File: config.mk
export PLATFORM = sky130hd
export DESIGN_NAME = next_prime_finder_unit
export DESIGN_NICKNAME = d
export VERILOG_FILES = /design/src/sv/npf_pkg.sv /design/src/sv/npf_rem_unit.sv /design/src/sv/npf_datapath.sv /design/src/sv/npf_ctrl.sv /design/src/sv/next_prime_finder_unit.sv
export SDC_FILE = /design/constraint.sdc
export NUM_CORES = 1
export LEC_CHECK = 0
export ABC_AREA = 1
export BUFFER_PORTS_ARGS = -buffer_cell sky130_fd_sc_hd__buf_2
export CAP_MARGIN = 40
export CORE_UTILIZATION = 50
export CTS_CLUSTER_DIAMETER = 150
export DETAILED_ROUTE_END_ITERATION = 12
export GPL_TIMING_DRIVEN = 0
export PLACE_DENSITY = 0.67
export SETUP_SLACK_MARGIN = 0.2
export SYNTH_ARGS = -nofsm -noshare
export SYNTH_HDL_FRONTEND = slang
export SYNTH_SLANG_ARGS = --single-unit
File: constraint.sdc
create_clock -name clk -period 6 [get_ports clk]
set_clock_uncertainty 0.1 [all_clocks]
set_input_delay 0.6 -clock clk [delete_from_list [all_inputs] [get_ports clk]]
set_output_delay 0.6 -clock clk [all_outputs]
set_load 0.01 [all_outputs]
File: src/sv/npf_pkg.sv
// Shared widths, codes and controller/datapath interface types.
package npf_pkg;

  localparam int IN_W   = 32;
  localparam int CAND_W = 31;
  localparam int DIV_W  = 17;
  localparam int DSQ_W  = 33;
  localparam int CNT_W  = 5;

  localparam logic SEL_D  = 1'b0;
  localparam logic SEL_D2 = 1'b1;

  typedef struct packed {
    logic       load;
    logic       inc;
    logic       init_d;
    logic       step_d;
    logic       mod_start;
    logic       mod_sel;
    logic       out_load;
  } npf_cmd_t;

  typedef struct packed {
    logic le_three;
    logic even;
    logic mult3;
    logic mod_busy;
    logic rem_zero;
    logic dsq_gt;
  } npf_stat_t;

endpackage

File: src/sv/npf_rem_unit.sv
// Restoring remainder unit: one dividend bit per cycle.
module npf_rem_unit
  import npf_pkg::*;
(
  input  logic              clk,
  input  logic              rst,
  input  logic              start,
  input  logic [CAND_W-1:0] dividend,
  input  logic [DIV_W-1:0]  divisor,
  output logic              busy,
  output logic              rem_zero
);

  localparam logic [CNT_W-1:0] LAST = CNT_W'(CAND_W - 1);

  logic [CAND_W-1:0] shifter;
  logic [DIV_W-1:0]  rem;
  logic [DIV_W-1:0]  div_hold;
  logic [CNT_W-1:0]  count;
  logic [DIV_W:0]    trial;
  logic [DIV_W:0]    diff;

  assign trial    = {rem, shifter[CAND_W-1]};
  assign diff     = trial - {1'b0, div_hold};
  assign rem_zero = (rem == '0);

  always_ff @(posedge clk) begin
    if (rst) begin
      busy  <= 1'b0;
      count <= '0;
    end else if (start) begin
      busy  <= 1'b1;
      count <= '0;
    end else if (busy) begin
      count <= count + 1'b1;
      if (count == LAST) begin
        busy <= 1'b0;
      end
    end
  end

  always_ff @(posedge clk) begin
    if (start) begin
      shifter  <= dividend;
      div_hold <= divisor;
      rem      <= '0;
    end else if (busy) begin
      shifter <= {shifter[CAND_W-2:0], 1'b0};
      // subtract when the partial remainder reaches the divisor
      if (trial >= {1'b0, div_hold}) begin
        rem <= diff[DIV_W-1:0];
      end else begin
        rem <= trial[DIV_W-1:0];
      end
    end
  end

endmodule

File: src/sv/npf_datapath.sv
// Candidate, trial divisor, divisor square and result registers.
module npf_datapath
  import npf_pkg::*;
(
  input  logic              clk,
  input  logic              rst,
  input  npf_cmd_t          cmd,
  input  logic [IN_W-1:0]   start_value,
  output npf_stat_t         stat,
  output logic [CAND_W-1:0] prime_value
);

  logic [CAND_W-1:0] cand;
  logic [DIV_W-1:0]  d;
  logic [DSQ_W-1:0]  dsq;
  logic [DIV_W-1:0]  divisor;
  logic [DSQ_W-1:0]  dsq_step;
  logic              in_small;
  logic              mod_busy;
  logic              rem_zero;

  // 2^8 and 2^4 are both 1 mod 3: fold bytes, then nibbles
  function automatic logic mult_of_three(input logic [CAND_W-1:0] n);
    logic [9:0] byte_sum;
    logic [5:0] nib_sum;
    byte_sum = 10'(n[7:0]) + 10'(n[15:8]) + 10'(n[23:16]) + 10'(n[30:24]);
    nib_sum  = 6'(byte_sum[3:0]) + 6'(byte_sum[7:4]) + 6'(byte_sum[9:8]);
    return nib_sum inside {6'd0, 6'd3, 6'd6, 6'd9, 6'd12, 6'd15,
                           6'd18, 6'd21, 6'd24, 6'd27, 6'd30, 6'd33};
  endfunction

  assign in_small = start_value[IN_W-1] | (start_value[CAND_W-1:0] <= CAND_W'(2));
  // (d+6)^2 - d^2 = 12d + 36
  assign dsq_step = (DSQ_W'(d) << 3) + (DSQ_W'(d) << 2) + DSQ_W'(36);

  assign divisor = (cmd.mod_sel == SEL_D2) ? d + DIV_W'(2) : d;

  always_ff @(posedge clk) begin
    if (cmd.load) begin
      cand <= in_small ? CAND_W'(2) : start_value[CAND_W-1:0];
    end else if (cmd.inc) begin
      cand <= cand + 1'b1;
    end
    if (cmd.init_d) begin
      d   <= DIV_W'(5);
      dsq <= DSQ_W'(25);
    end else if (cmd.step_d) begin
      d   <= d + DIV_W'(6);
      dsq <= dsq + dsq_step;
    end
    if (cmd.out_load) begin
      prime_value <= cand;
    end
  end

  npf_rem_unit u_rem (
    .clk      (clk),
    .rst      (rst),
    .start    (cmd.mod_start),
    .dividend (cand),
    .divisor  (divisor),
    .busy     (mod_busy),
    .rem_zero (rem_zero)
  );

  assign stat.le_three = (cand <= CAND_W'(3));
  assign stat.even     = ~cand[0];
  assign stat.mult3    = mult_of_three(cand);
  assign stat.mod_busy = mod_busy;
  assign stat.rem_zero = rem_zero;
  assign stat.dsq_gt   = (dsq > DSQ_W'(cand));

endmodule

File: src/sv/npf_ctrl.sv
// Search sequencer: small checks, divisor pair loop, result handoff.
module npf_ctrl
  import npf_pkg::*;
(
  input  logic      clk,
  input  logic      rst,
  input  logic      in_valid,
  output logic      in_ready,
  output logic      out_valid,
  input  logic      out_ready,
  input  npf_stat_t stat,
  output npf_cmd_t  cmd
);

  localparam logic [3:0] S_IDLE  = 4'd0;
  localparam logic [3:0] S_CHECK = 4'd1;
  localparam logic [3:0] S_PAIR  = 4'd3;
  localparam logic [3:0] S_WAITA = 4'd4;
  localparam logic [3:0] S_WAITB = 4'd5;
  localparam logic [3:0] S_INC   = 4'd6;
  localparam logic [3:0] S_DONE  = 4'd7;

  logic [3:0] state;
  logic [3:0] state_next;
  logic       out_valid_next;

  assign in_ready = (state == S_IDLE);

  always_comb begin
    state_next     = state;
    out_valid_next = out_valid & ~out_ready;
    cmd            = '0;
    cmd.mod_sel    = SEL_D;
    case (state)
      S_IDLE: begin
        if (in_valid) begin
          cmd.load   = 1'b1;
          state_next = S_CHECK;
        end
      end
      S_CHECK: begin
        if (stat.le_three) begin
          state_next = S_DONE;
        end else if (stat.even || stat.mult3) begin
          state_next = S_INC;
        end else begin
          cmd.init_d = 1'b1;
          state_next = S_PAIR;
        end
      end
      S_PAIR: begin
        if (stat.dsq_gt) begin
          state_next = S_DONE;
        end else begin
          cmd.mod_start = 1'b1;
          cmd.mod_sel   = SEL_D;
          state_next    = S_WAITA;
        end
      end
      S_WAITA: begin
        if (!stat.mod_busy) begin
          if (stat.rem_zero) begin
            state_next = S_INC;
          end else begin
            cmd.mod_start = 1'b1;
            cmd.mod_sel   = SEL_D2;
            state_next    = S_WAITB;
          end
        end
      end
      S_WAITB: begin
        if (!stat.mod_busy) begin
          if (stat.rem_zero) begin
            state_next = S_INC;
          end else begin
            cmd.step_d = 1'b1;
            state_next = S_PAIR;
          end
        end
      end
      S_INC: begin
        cmd.inc    = 1'b1;
        state_next = S_CHECK;
      end
      S_DONE: begin
        // hold until the output register is free
        if (!out_valid || out_ready) begin
          cmd.out_load   = 1'b1;
          out_valid_next = 1'b1;
          state_next     = S_IDLE;
        end
      end
      default: state_next = S_IDLE;
    endcase
  end

  always_ff @(posedge clk) begin
    if (rst) begin
      state     <= S_IDLE;
      out_valid <= 1'b0;
    end else begin
      state     <= state_next;
      out_valid <= out_valid_next;
    end
  end

endmodule

File: src/sv/next_prime_finder_unit.sv
// Next prime finder top level: sequencer plus datapath.
// Returns the smallest prime at or above a signed 32-bit start value (2 for
// any start of 2 or below). One word is searched at a time: each candidate
// gets the 2 and 3 checks and, if it passes them, a trial division by the
// pairs 6k-1 and 6k+1 while (6k-1)^2 <= candidate, on the one-bit-per-cycle
// remainder unit in the datapath. The next start word is taken while the
// previous result still waits in the output register.
module next_prime_finder_unit
  import npf_pkg::*;
(
  input  logic              clk,
  input  logic              rst,
  input  logic              in_valid,
  output logic              in_ready,
  input  logic [IN_W-1:0]   start_value,
  output logic              out_valid,
  input  logic              out_ready,
  output logic [CAND_W-1:0] prime_value
);

  npf_cmd_t  cmd;
  npf_stat_t stat;

  npf_ctrl u_ctrl (
    .clk       (clk),
    .rst       (rst),
    .in_valid  (in_valid),
    .in_ready  (in_ready),
    .out_valid (out_valid),
    .out_ready (out_ready),
    .stat      (stat),
    .cmd       (cmd)
  );

  npf_datapath u_dp (
    .clk         (clk),
    .rst         (rst),
    .cmd         (cmd),
    .start_value (start_value),
    .stat        (stat),
    .prime_value (prime_value)
  );

endmodule

* After elaboration in Yosys (flattened, before gate mapping) *
Index checks and enable logic that the tools add are counted.
Widths: inputs -> output; s select.

storage, ports and cells
  flip-flop bits (word level) = 188
  input bits = 36
  output and inout port bits = 33
  word-level logic and storage cells = 102

operators by class
  add/subtract/negate cells = 13
  $lt $le $gt $ge = 4
  equality and inequality tests = 22
  multiplexer cells = 37
  bitwise gates (word level) = 4
  reduce and logical (&&, ||, !) cells = 11

operators with widths
  kind                   number
  $mux 31                5
  $le 31x2->1 const B    2
  $mux 17                2
  $add 33x33->33         1
  $add 33x6->33 const B  1
  $gt 33x31->1           1
  $add 31x1->31 const B  1
  $eq 6x5->1 const B     5
  $pmux 4 s7             1
  $add 20x19->21         1
  $eq 6x4->1 const B     3
  $ge 18x17->1           1
  $add 17x2->17 const B  1
  $add 17x3->17 const B  1
  $logic_not 17->1       1
  $sub 17x17->17         1
  $eq 4x3->1 const B     4
  $mux 1                 16
  $mux 4                 4
  $reduce_bool 12->1     1
  $add 10x7->10          1
  $add 10x8->10          1
  $mux 2                 5
  $add 8x8->9            1
  other kinds (23)       30

* Depth between registers and ports, before layout *
Gate-level depths: netlist (run 1).

  depth after elaboration = 11
  depth in mapped cells = 33
  gate-level depth less buffers = 33

* Modules after synthesis *
A second synthesis (run 1) with hierarchy kept.

second synthesis, totals
  cell total of the unflattened synthesis = 1802
  area, all modules = 13699.4 um2

by module, submodules not included
  module        times used  cells an instance  area an instance (um2)  seq. area each (um2)
  npf_datapath  1           1204               9187.6                  2782.7
  npf_rem_unit  1           534                4144.0                  1901.8
  npf_ctrl      1           64                 367.9                   80.1

* Least setup slack after synthesis (run 1) *
Ideal clock, no wire load.

  kind = register -> register
  from = register u_dp.cand[0]
  to = register u_dp.d[10]
  library setup time = 114 ps
  arrival = 4702 ps
  required time = 5786 ps
  setup slack = 1084 ps
  stages on the path, launching flop included = 28
  buffers on the path = 2
  clock period less this slack = 4916 ps
  cell sequence = edfxtp_1 > ha_1 > inv_1 > fa_1 > o21ai_0 > a21oi_1 > o21ai_0 > xnor2_1 > fa_1 > inv_1 > ha_1 > a21o_1 > a21oi_1 > xor2_1 > ha_1 > fa_1 > nand2_1 > inv_1 > nor2_1 > inv_1 > nand2_1 > nand2_1 > nand3_1 > nand4_2 > nor2_4 > buf_6 > buf_6 > nor2_1

on the way
  cells in the longest elaborated chain, start to end = 11
  elaborated cells between the ends (all ways) = 24
  classes of those cells = add/sub (5); order compare (1); eq/ne (11); mux (3); bitwise (1); reduce/logical (3)

RTL lines
  element                             RTL line            source
  start: declaration                  npf_datapath.sv:13  logic [CAND_W-1:0] cand;
  start signal: assignment            npf_datapath.sv:40  cand <= in_small ? CAND_W'(2) : start_value[CAND_W-1:0];
  start signal: assignment            npf_datapath.sv:42  cand <= cand + 1'b1;
  $add 8x8->9                         npf_datapath.sv:26  byte_sum = 10'(n[7:0]) + 10'(n[15:8]) + 10'(n[23:16]) + 10'(n[30:24]);
  $add 10x8->10                       npf_datapath.sv:26
  $add 10x7->10                       npf_datapath.sv:26
  $add 4x4->5                         npf_datapath.sv:27  nib_sum = 6'(byte_sum[3:0]) + 6'(byte_sum[7:4]) + 6'(byte_sum[9:8]);
  $add 6x2->6                         npf_datapath.sv:27
  $eq 6x2->1 (tied with other cells)  npf_datapath.sv:28  return nib_sum inside {6'd0, 6'd3, 6'd6, 6'd9, 6'd12, 6'd15,
  $reduce_bool 12->1                  npf_datapath.sv:28
  $logic_or 1x1->1                    npf_ctrl.sv:44      end else if (stat.even || stat.mult3) begin
  $mux 1                              npf_ctrl.sv:44
  $mux 1 (*)                          npf_ctrl.sv:42      if (stat.le_three) begin
  $mux 1 (*)                          npf_ctrl.sv:34      case (state)
  end signal: assignment              npf_datapath.sv:48  d <= d + DIV_W'(6);
  end: declaration                    npf_datapath.sv:14  logic [DIV_W-1:0] d;

Every way passes the cells marked *; elsewhere a longest branch is shown, timed or not.
A chain may end at the register's enable or synchronous reset.

* Worst setup path in the final report (run 1) *
  from = register u_dp.cand[8]
  to = register u_dp.d[10]

Same word-level chain as after synthesis.

==> results by group, run 1 <==
Layout
  – Nets: 1867
  – Share of layout cells above drive strength 1: 9.92%
  – Filler Cell Count: 2343
  – Layout area overhead: 11.9%
  – Layout Cells excl Fill: 2034

Drt
  – Pre-Repair DR Iteration Count: 5
  – Vias/cell: 5.46
  – Vias: 11100
  – DR WL/cell: 16.3 um
  – DR iter-0 viols: 870
  – Final WL: 33.2 mm
  – Number of routed nets with antenna violations: 0
  – Remaining DRCs: 0

Floorplan
  – Core footprint: 25300 um^2
  – Die Ht: 163 um
  – Die X: 163 um
  – IO Pins: 69
  – Starting density of the core: 51.0%
  – Core Rows: 58
  – Die Area: 26400 um^2

Clock network
  – Clk Latency, worst-skew pair: 0.44 ns
  – H-tree level count: 4
  – CTS Buf Count: 17
  – Hold_buf cts: 0
  – CTS tree: yes
  – Clk sinks: 182
  – Worst-path clk slew: 0.08 ns
  – Clk root buf: clkbuf_16
  – Maximum clock insertion buffer count: 2

Setup path
  – Crit-path max cell delay: 0.51 ns
  – Critical Path Sink Type: flop
  – CP required: 6.22 ns
  – Crit-path most repeated cell: nand2_1
  – Critical path type: reg2reg
  – Critical Path AT: 5.67 ns
  – Crit-path slowest cell: fa_1
  – Crit-path max FO: 10
  – Worst Setup Start Kind: flop

Logic synthesis
  – Sequential fraction of the synthesis area: 36.8%
  – Avg Inst Size Synth: 8.11 um^2
  – Top_reg_cell synth: edfxtp_1
  – Synthesis Warnings: 0
  – Post-synth cell types: 54
  – Net Count, Synth: 1766
  – Cell area after synthesis: 12900 um^2
  – Flops & latches, synth: 182
  – Synth async-reset ratio: 0%
  – Gate Count Post-Synth: 1589
  – Post-synth EDFFs: 109

GRT
  – GRT Residual Overflow: 0
  – Largest net degree at the start of global routing: 30
  – Busiest grt layer: met2
  – Met3 Use GR: 4.84%
  – Vias in the first global route: 10500
  – GR Util met2: 41.2%
  – First-pass GRT wire length: 53.2 mm
  – Initial antenna violation count: 0
  – Total track usage: 25.7%
  – Global-route track usage on met1: 35.5%

Timing
  – Minimum clock period: 5.44 ns
  – Final hold vios: 0
  – Slew Limit Fails: 0
  – Max Freq: 0.184 GHz
  – Final hold slack: 0.296 ns
  – Final setup violation count: 0
  – RSZ-0062 raised after global routing: no
  – Worst slew margin: 47.4%
  – Final worst-path cycle share: 90.7%
  – Worst-Margin Slew: 0.781 ns
  – Setup TNS: 0 ns

Place
  – Placed cells: 1991
  – Port buffer count: 68
  – DP Wirelength: 25.8 mm
  – Routability cong.: 0.917

Job
  – Max capacitance violation total: 0

Hold path
  – Hold WC Path Type: in2reg

Status
  – Status: finished clean
==> final timing paths <==
kind                                    start                    to  slack (ns)  cells after the start
worst max-delay path             u_dp.cand[8]            u_dp.d[10]        0.56                     27
worst min-delay path                      rst       u_ctrl.state[0]        0.30                      2
worst max register to register   u_dp.cand[8]            u_dp.d[10]        0.56                     27
worst min register to register  u_dp.cand[29]  u_dp.prime_value[29]        0.40                      0
==> routing by layer <==
layer  vias up  share of wire (%)
met4         0                1.8
met1      5146                 47
li1       5605                  -
met2       307                 45
met3        47                6.5
met5         -                  0
==> worst max-delay path: cells and delay by family, from the launching register on <==
kind / cells / cell delay [ns]
and+or+nand+nor: 11 / 1.10
adders and majority gates: 6 / 2.45
buffers and inverters: 7 / 0.74
xor gates and xnor gates: 1 / 0.10
AOI/OAI and AO/OA: 2 / 0.42
DFF: 1 / 0.42
==> through the flow <==
step | util, % | cell area (um^2) | setup WS [ns]
3_5_place_dp | 54.3 | 13700 | 0.306
6_report | 57.1 | 14400 | 0.557
2_1_floorplan | - | 12900 | 1.08
3_3_place_gp | 54.0 | 13600 | 0.372
4_1_cts | 56.7 | 14300 | 0.281
5_1_grt | 57.1 | 14400 | 0.175
==> cells in the mapped netlist, types with 12 or more instances <==
library cell	instances	area [um^2]
nand4_1	24	150
edfxtp_1	109	3270
fa_1	14	280
a211oi_1	12	90.1
a21oi_1	107	536
nor3_1	29	145
nor2_1	137	514
xnor2_1	19	166
dfxtp_1	73	1460
inv_1	223	837
nand2_1	296	1110
xor2_1	70	613
nand3_1	85	425
clkbuf_1	13	48.8
ha_1	127	1590
o21ai_0	99	495
nor4_1	19	119
buf_2	12	60.1
==> cells by family (layout without fill, tap and decap cells) <==
kind of cell	count (synthesis)	after routing	share of synthesized area (%)
AO/OA/AOI/OAI	291	291	13.0
XOR/XNOR	89	89	6.05
adder cells (fa/ha/maj)	141	141	14.5
buffers and inverters	254	368	7.69
flip-flops	182	182	36.8
multiplexers	2	2	0.155
other	0	1	0
AND/OR/NAND/NOR	630	630	21.8
==> layout make-up <==
cell class,instances,area [um^2],area share [%]
antenna,1,2.50,0.0174
buffer,29,150,1.04
clock buffer,17,425,2.95
clock inverter,15,178,1.23
inverter,225,845,5.86
multi-input combinational,1153,7190,49.9
sequential,182,4730,32.8
tap,330,413,2.86
timing repair buffer,82,480,3.33
==> repair_timing <==
action,4_1_cts,5_1_grt
endpoints found under the setup margin,0,48
setup buffers,0,10
gates resized for setup,0,8
==> flip-flops by register name, indices dropped and copies added (netlist names) <==
register             flops
u_dp.u_rem.shifter      31
u_dp.cand               31
u_dp.u_rem.rem          17
u_dp.u_rem.count         5
u_dp.d                  16
u_dp.prime_value        31
u_dp.dsq                30
u_ctrl.out_valid         1
u_dp.u_rem.div_hold     16
u_dp.u_rem.busy          1
u_ctrl.state             3
==> layout by cell type, fill, tap and decap left out, types with 9 or more instances in the layout <==
cell type | netlist | final
nand3_1 | 85 | 85
a32o_1 | 11 | 11
xnor2_1 | 19 | 19
nand4_1 | 24 | 24
o211ai_1 | 11 | 11
nor4_1 | 19 | 19
a211oi_1 | 12 | 12
nor2_2 | 8 | 9
inv_1 | 223 | 223
nor2_1 | 137 | 135
nor3_1 | 29 | 29
a21oi_1 | 107 | 105
clkbuf_16 | 0 | 17
edfxtp_1 | 109 | 109
o21ai_0 | 99 | 97
clkbuf_1 | 13 | 13
a31oi_1 | 9 | 9
buf_2 | 12 | 80
fa_1 | 14 | 14
xor2_1 | 70 | 70
nand2_1 | 296 | 296
buf_4 | 0 | 10
o21ai_1 | 9 | 10
ha_1 | 127 | 126
dfxtp_1 | 73 | 73
Power of run 1 is left out: the tool's default activity adds up to more than one toggle a clock period on the data nets, which glitch-free logic cannot reach.
==> run 2: changes to the inputs <==
--- a/config.mk
+++ b/config.mk
@@ -5,7 +5,7 @@
 export SDC_FILE = /design/constraint.sdc
 export NUM_CORES = 1
 export LEC_CHECK = 0
-export ABC_AREA = 1
+export ABC_AREA = 0
 export BUFFER_PORTS_ARGS = -buffer_cell sky130_fd_sc_hd__buf_2
 export CAP_MARGIN = 40
 export CORE_UTILIZATION = 50
==> run 2 against run 1 <==
- die area decreased by 3.7%
- via count decreased by 12%
- area after synthesis decreased by 3.8%
- cell count decreased by 15%
- cell area decreased by 1.8%
- critical path type unchanged
- critical endpoint is now u_dp.dsq[23]
==> results by group, run 2 <==
Logic synthesis
  – Synth async-reset ratio: 0%
  – Synthesis Warnings: 0
  – Post-synth cell types: 66
  – Top cells by count, synth: ha_1, edfxtp_1, nor2_1
  – Net Count, Synth: 1457
  – Cell area after synthesis: 12400 um^2
  – Avg Inst Size Synth: 9.69 um^2
  – Sequential fraction of the synthesis area: 38.2%
  – Biggest area consumer among synthesized cells: edfxtp_1
  – Post-synth top area share: 26.4%
  – Post-synth EDFFs: 109
  – Synth top area cells: edfxtp_1, ha_1, dfxtp_1, xnor2_1, nor2_1
  – Top_reg_cell synth: edfxtp_1
  – Flops & latches, synth: 182
  – Most frequent cell after synthesis: ha_1
  – Gate Count Post-Synth: 1280

Hold path
  – Hold WC Path Type: reg2reg
  – Hold_sp: u_dp.cand[25]
  – WHS Endpoint: u_dp.prime_value[25]
  – Worst Hold Path Cells: 0

Setup path
  – Crit-path slowest cell: fa_1
  – Worst R2R Start: u_dp.cand[8]
  – Crit-path max FO: 6
  – Worst R2R Setup Slack: 0.13 ns
  – Crit-path max cell delay: 0.50 ns
  – Critical Path Sink Type: flop
  – Worst Setup Start Kind: flop
  – CP required: 6.23 ns
  – FF-to-FF End: u_dp.dsq[23]
  – FF-to-FF path depth: 25
  – Critical path type: reg2reg
  – Critical Path AT: 6.10 ns

Clock network
  – Clk root buf: clkbuf_16
  – H-tree level count: 4
  – Clk Latency, worst-skew pair: 0.45 ns
  – Worst-path clk slew: 0.09 ns
  – Maximum clock insertion buffer count: 2
  – Hold_buf cts: 0
  – CTS tree: yes
  – CTS Buf Count: 17
  – Clk sinks: 182

Layout
  – Share of layout cells above drive strength 1: 15.5%
  – Most frequent cells in the layout: ha_1, edfxtp_1, nor2_1
  – ANT cells: 0
  – Nets: 1566
  – Most common cell after layout, fill and taps aside: ha_1
  – Regs by FF count: u_dp.cand (31), u_dp.prime_value (31), u_dp.u_rem.shifter (31)
  – Layout Cells excl Fill: 1726
  – Layout area overhead: 14.2%

Drt
  – Vias: 9729
  – DR iter-0 viols: 714
  – DR WL/cell: 17.4 um
  – Remaining DRCs: 0
  – Number of routed nets with antenna violations: 0
  – Pre-Repair DR Iteration Count: 5
  – Vias/cell: 5.64
  – Final WL: 30.0 mm

Place
  – DP Wirelength: 22.4 mm
  – Port buffer count: 68
  – Placed cells: 1677
  – Routability cong.: 0.899

Timing
  – Final hold vios: 0
  – Max Freq: 0.170 GHz
  – Final setup violation count: 0
  – Worst-Margin Slew: 0.822 ns
  – Final worst-path cycle share: 97.9%
  – Worst slew margin: 45.1%
  – RSZ-0062 raised after global routing: yes
  – Minimum clock period: 5.87 ns
  – Slew Limit Fails: 0

Floorplan
  – Starting density of the core: 51.0%
  – IO Pins: 69
  – Die Ht: 159 um
  – Die Area: 25400 um^2
  – Core Rows: 57
  – Core footprint: 24300 um^2
  – Die X: 159 um

GRT
  – First-pass GRT wire length: 48.4 mm
  – GRT Residual Overflow: 0
  – Vias in the first global route: 9290
  – Initial antenna violation count: 1
  – Total track usage: 24.0%
  – Largest net degree at the start of global routing: 31

Status
  – Status: finished clean

Job
  – Max capacitance violation total: 0
run 2: changes by cell type after synthesis, sizes merged, moves of 14 or more:
| cell | delta |
|---|---|
| mux2i | +14 |
| nand3 | -58 |
| o21ai | -44 |
| a21oi | -38 |
| and3 | +14 |
| inv | -123 |
| xnor2 | +70 |
| o2bb2ai | +16 |
| nand2 | -212 |
| mux2 | +32 |
| xor2 | -28 |
| a21o | +25 |
| nor2 | -37 |
run 2: kinds of logic after synthesis:
logic type	after synthesis	synth area share [%]
XOR/XNOR	132	9.59
AO/OA/AOI/OAI	259	13.4
buffers and inverters	137	4.57
multiplexers	48	4.20
adder cells (fa/ha/maj)	141	15.1
flip-flops	182	38.2
AND/OR/NAND/NOR	381	15.0
run 2: how the worst max path moves through the flow:
stage	startpoint	end	slack, ns	cells after the start
finish	u_dp.cand[8]	u_dp.dsq[23]	0.13	25
global route	u_dp.cand[8]	u_dp.dsq[13]	-0.01	28
CTS	u_dp.cand[8]	u_dp.dsq[23]	0.16	25
detailed placement	u_dp.cand[0]	u_dp.dsq[13]	-0.43	26
global placement	u_dp.cand[0]	u_dp.dsq[13]	-0.31	27
floorplan	u_dp.cand[0]	u_dp.dsq[20]	0.47	23
run 2: through the flow:
step                      TNS (ns)  hold slack, ns  setup slack, ns  area (um^2)  util (%)
after floorplan                  0           0.324            0.468        12400         -
after global placement      -12.44           0.345           -0.312        13100      54.0
after detailed placement    -17.96           0.341           -0.432        13200      54.5
after CTS                        0           0.333            0.160        14100      58.0
after global routing       -0.0496           0.358          -0.0126        14200      58.2
final                            0           0.353            0.128        14200      58.2
run 2: layer usage:
layer  part of all wire [%]  GRT usage, %  vias to the layer above
met5                      0             0                        -
met2                     46          38.2                      239
li1                       -             -                     4825
met4                    1.6          6.56                        0
met3                    4.7          3.80                       34
met1                     48          33.8                     4631
run 2: critical path, delay by kind of cell (launching register included):
kind	cells	cell delay [ns]
compound gates	4	0.83
buf+inv	5	0.48
xor+xnor	3	0.62
fa+ha+maj	7	2.54
simple gates	6	0.72
flops	1	0.43
run 2: area by class of cell:
cell class                      count  area [um^2]
Multi-Input combinational cell    961         7250
Tap cell                          324          405
Buffer                             36          205
Timing Repair Buffer               90          582
Clock buffer                       17          425
Fill cell                        2124        10200
Inverter                          101          379
Clock inverter                     15          174
Sequential cell                   182         4730
run 2: timing repair:
item	in CTS	in global routing
resized for setup	30	14
buffers inserted	14	2
setup endpoints to repair	48	47
gates cloned	1	0
pin swaps	20	20
endpoints found under the hold margin	0	0
Power of run 2 is left out for the same reason.
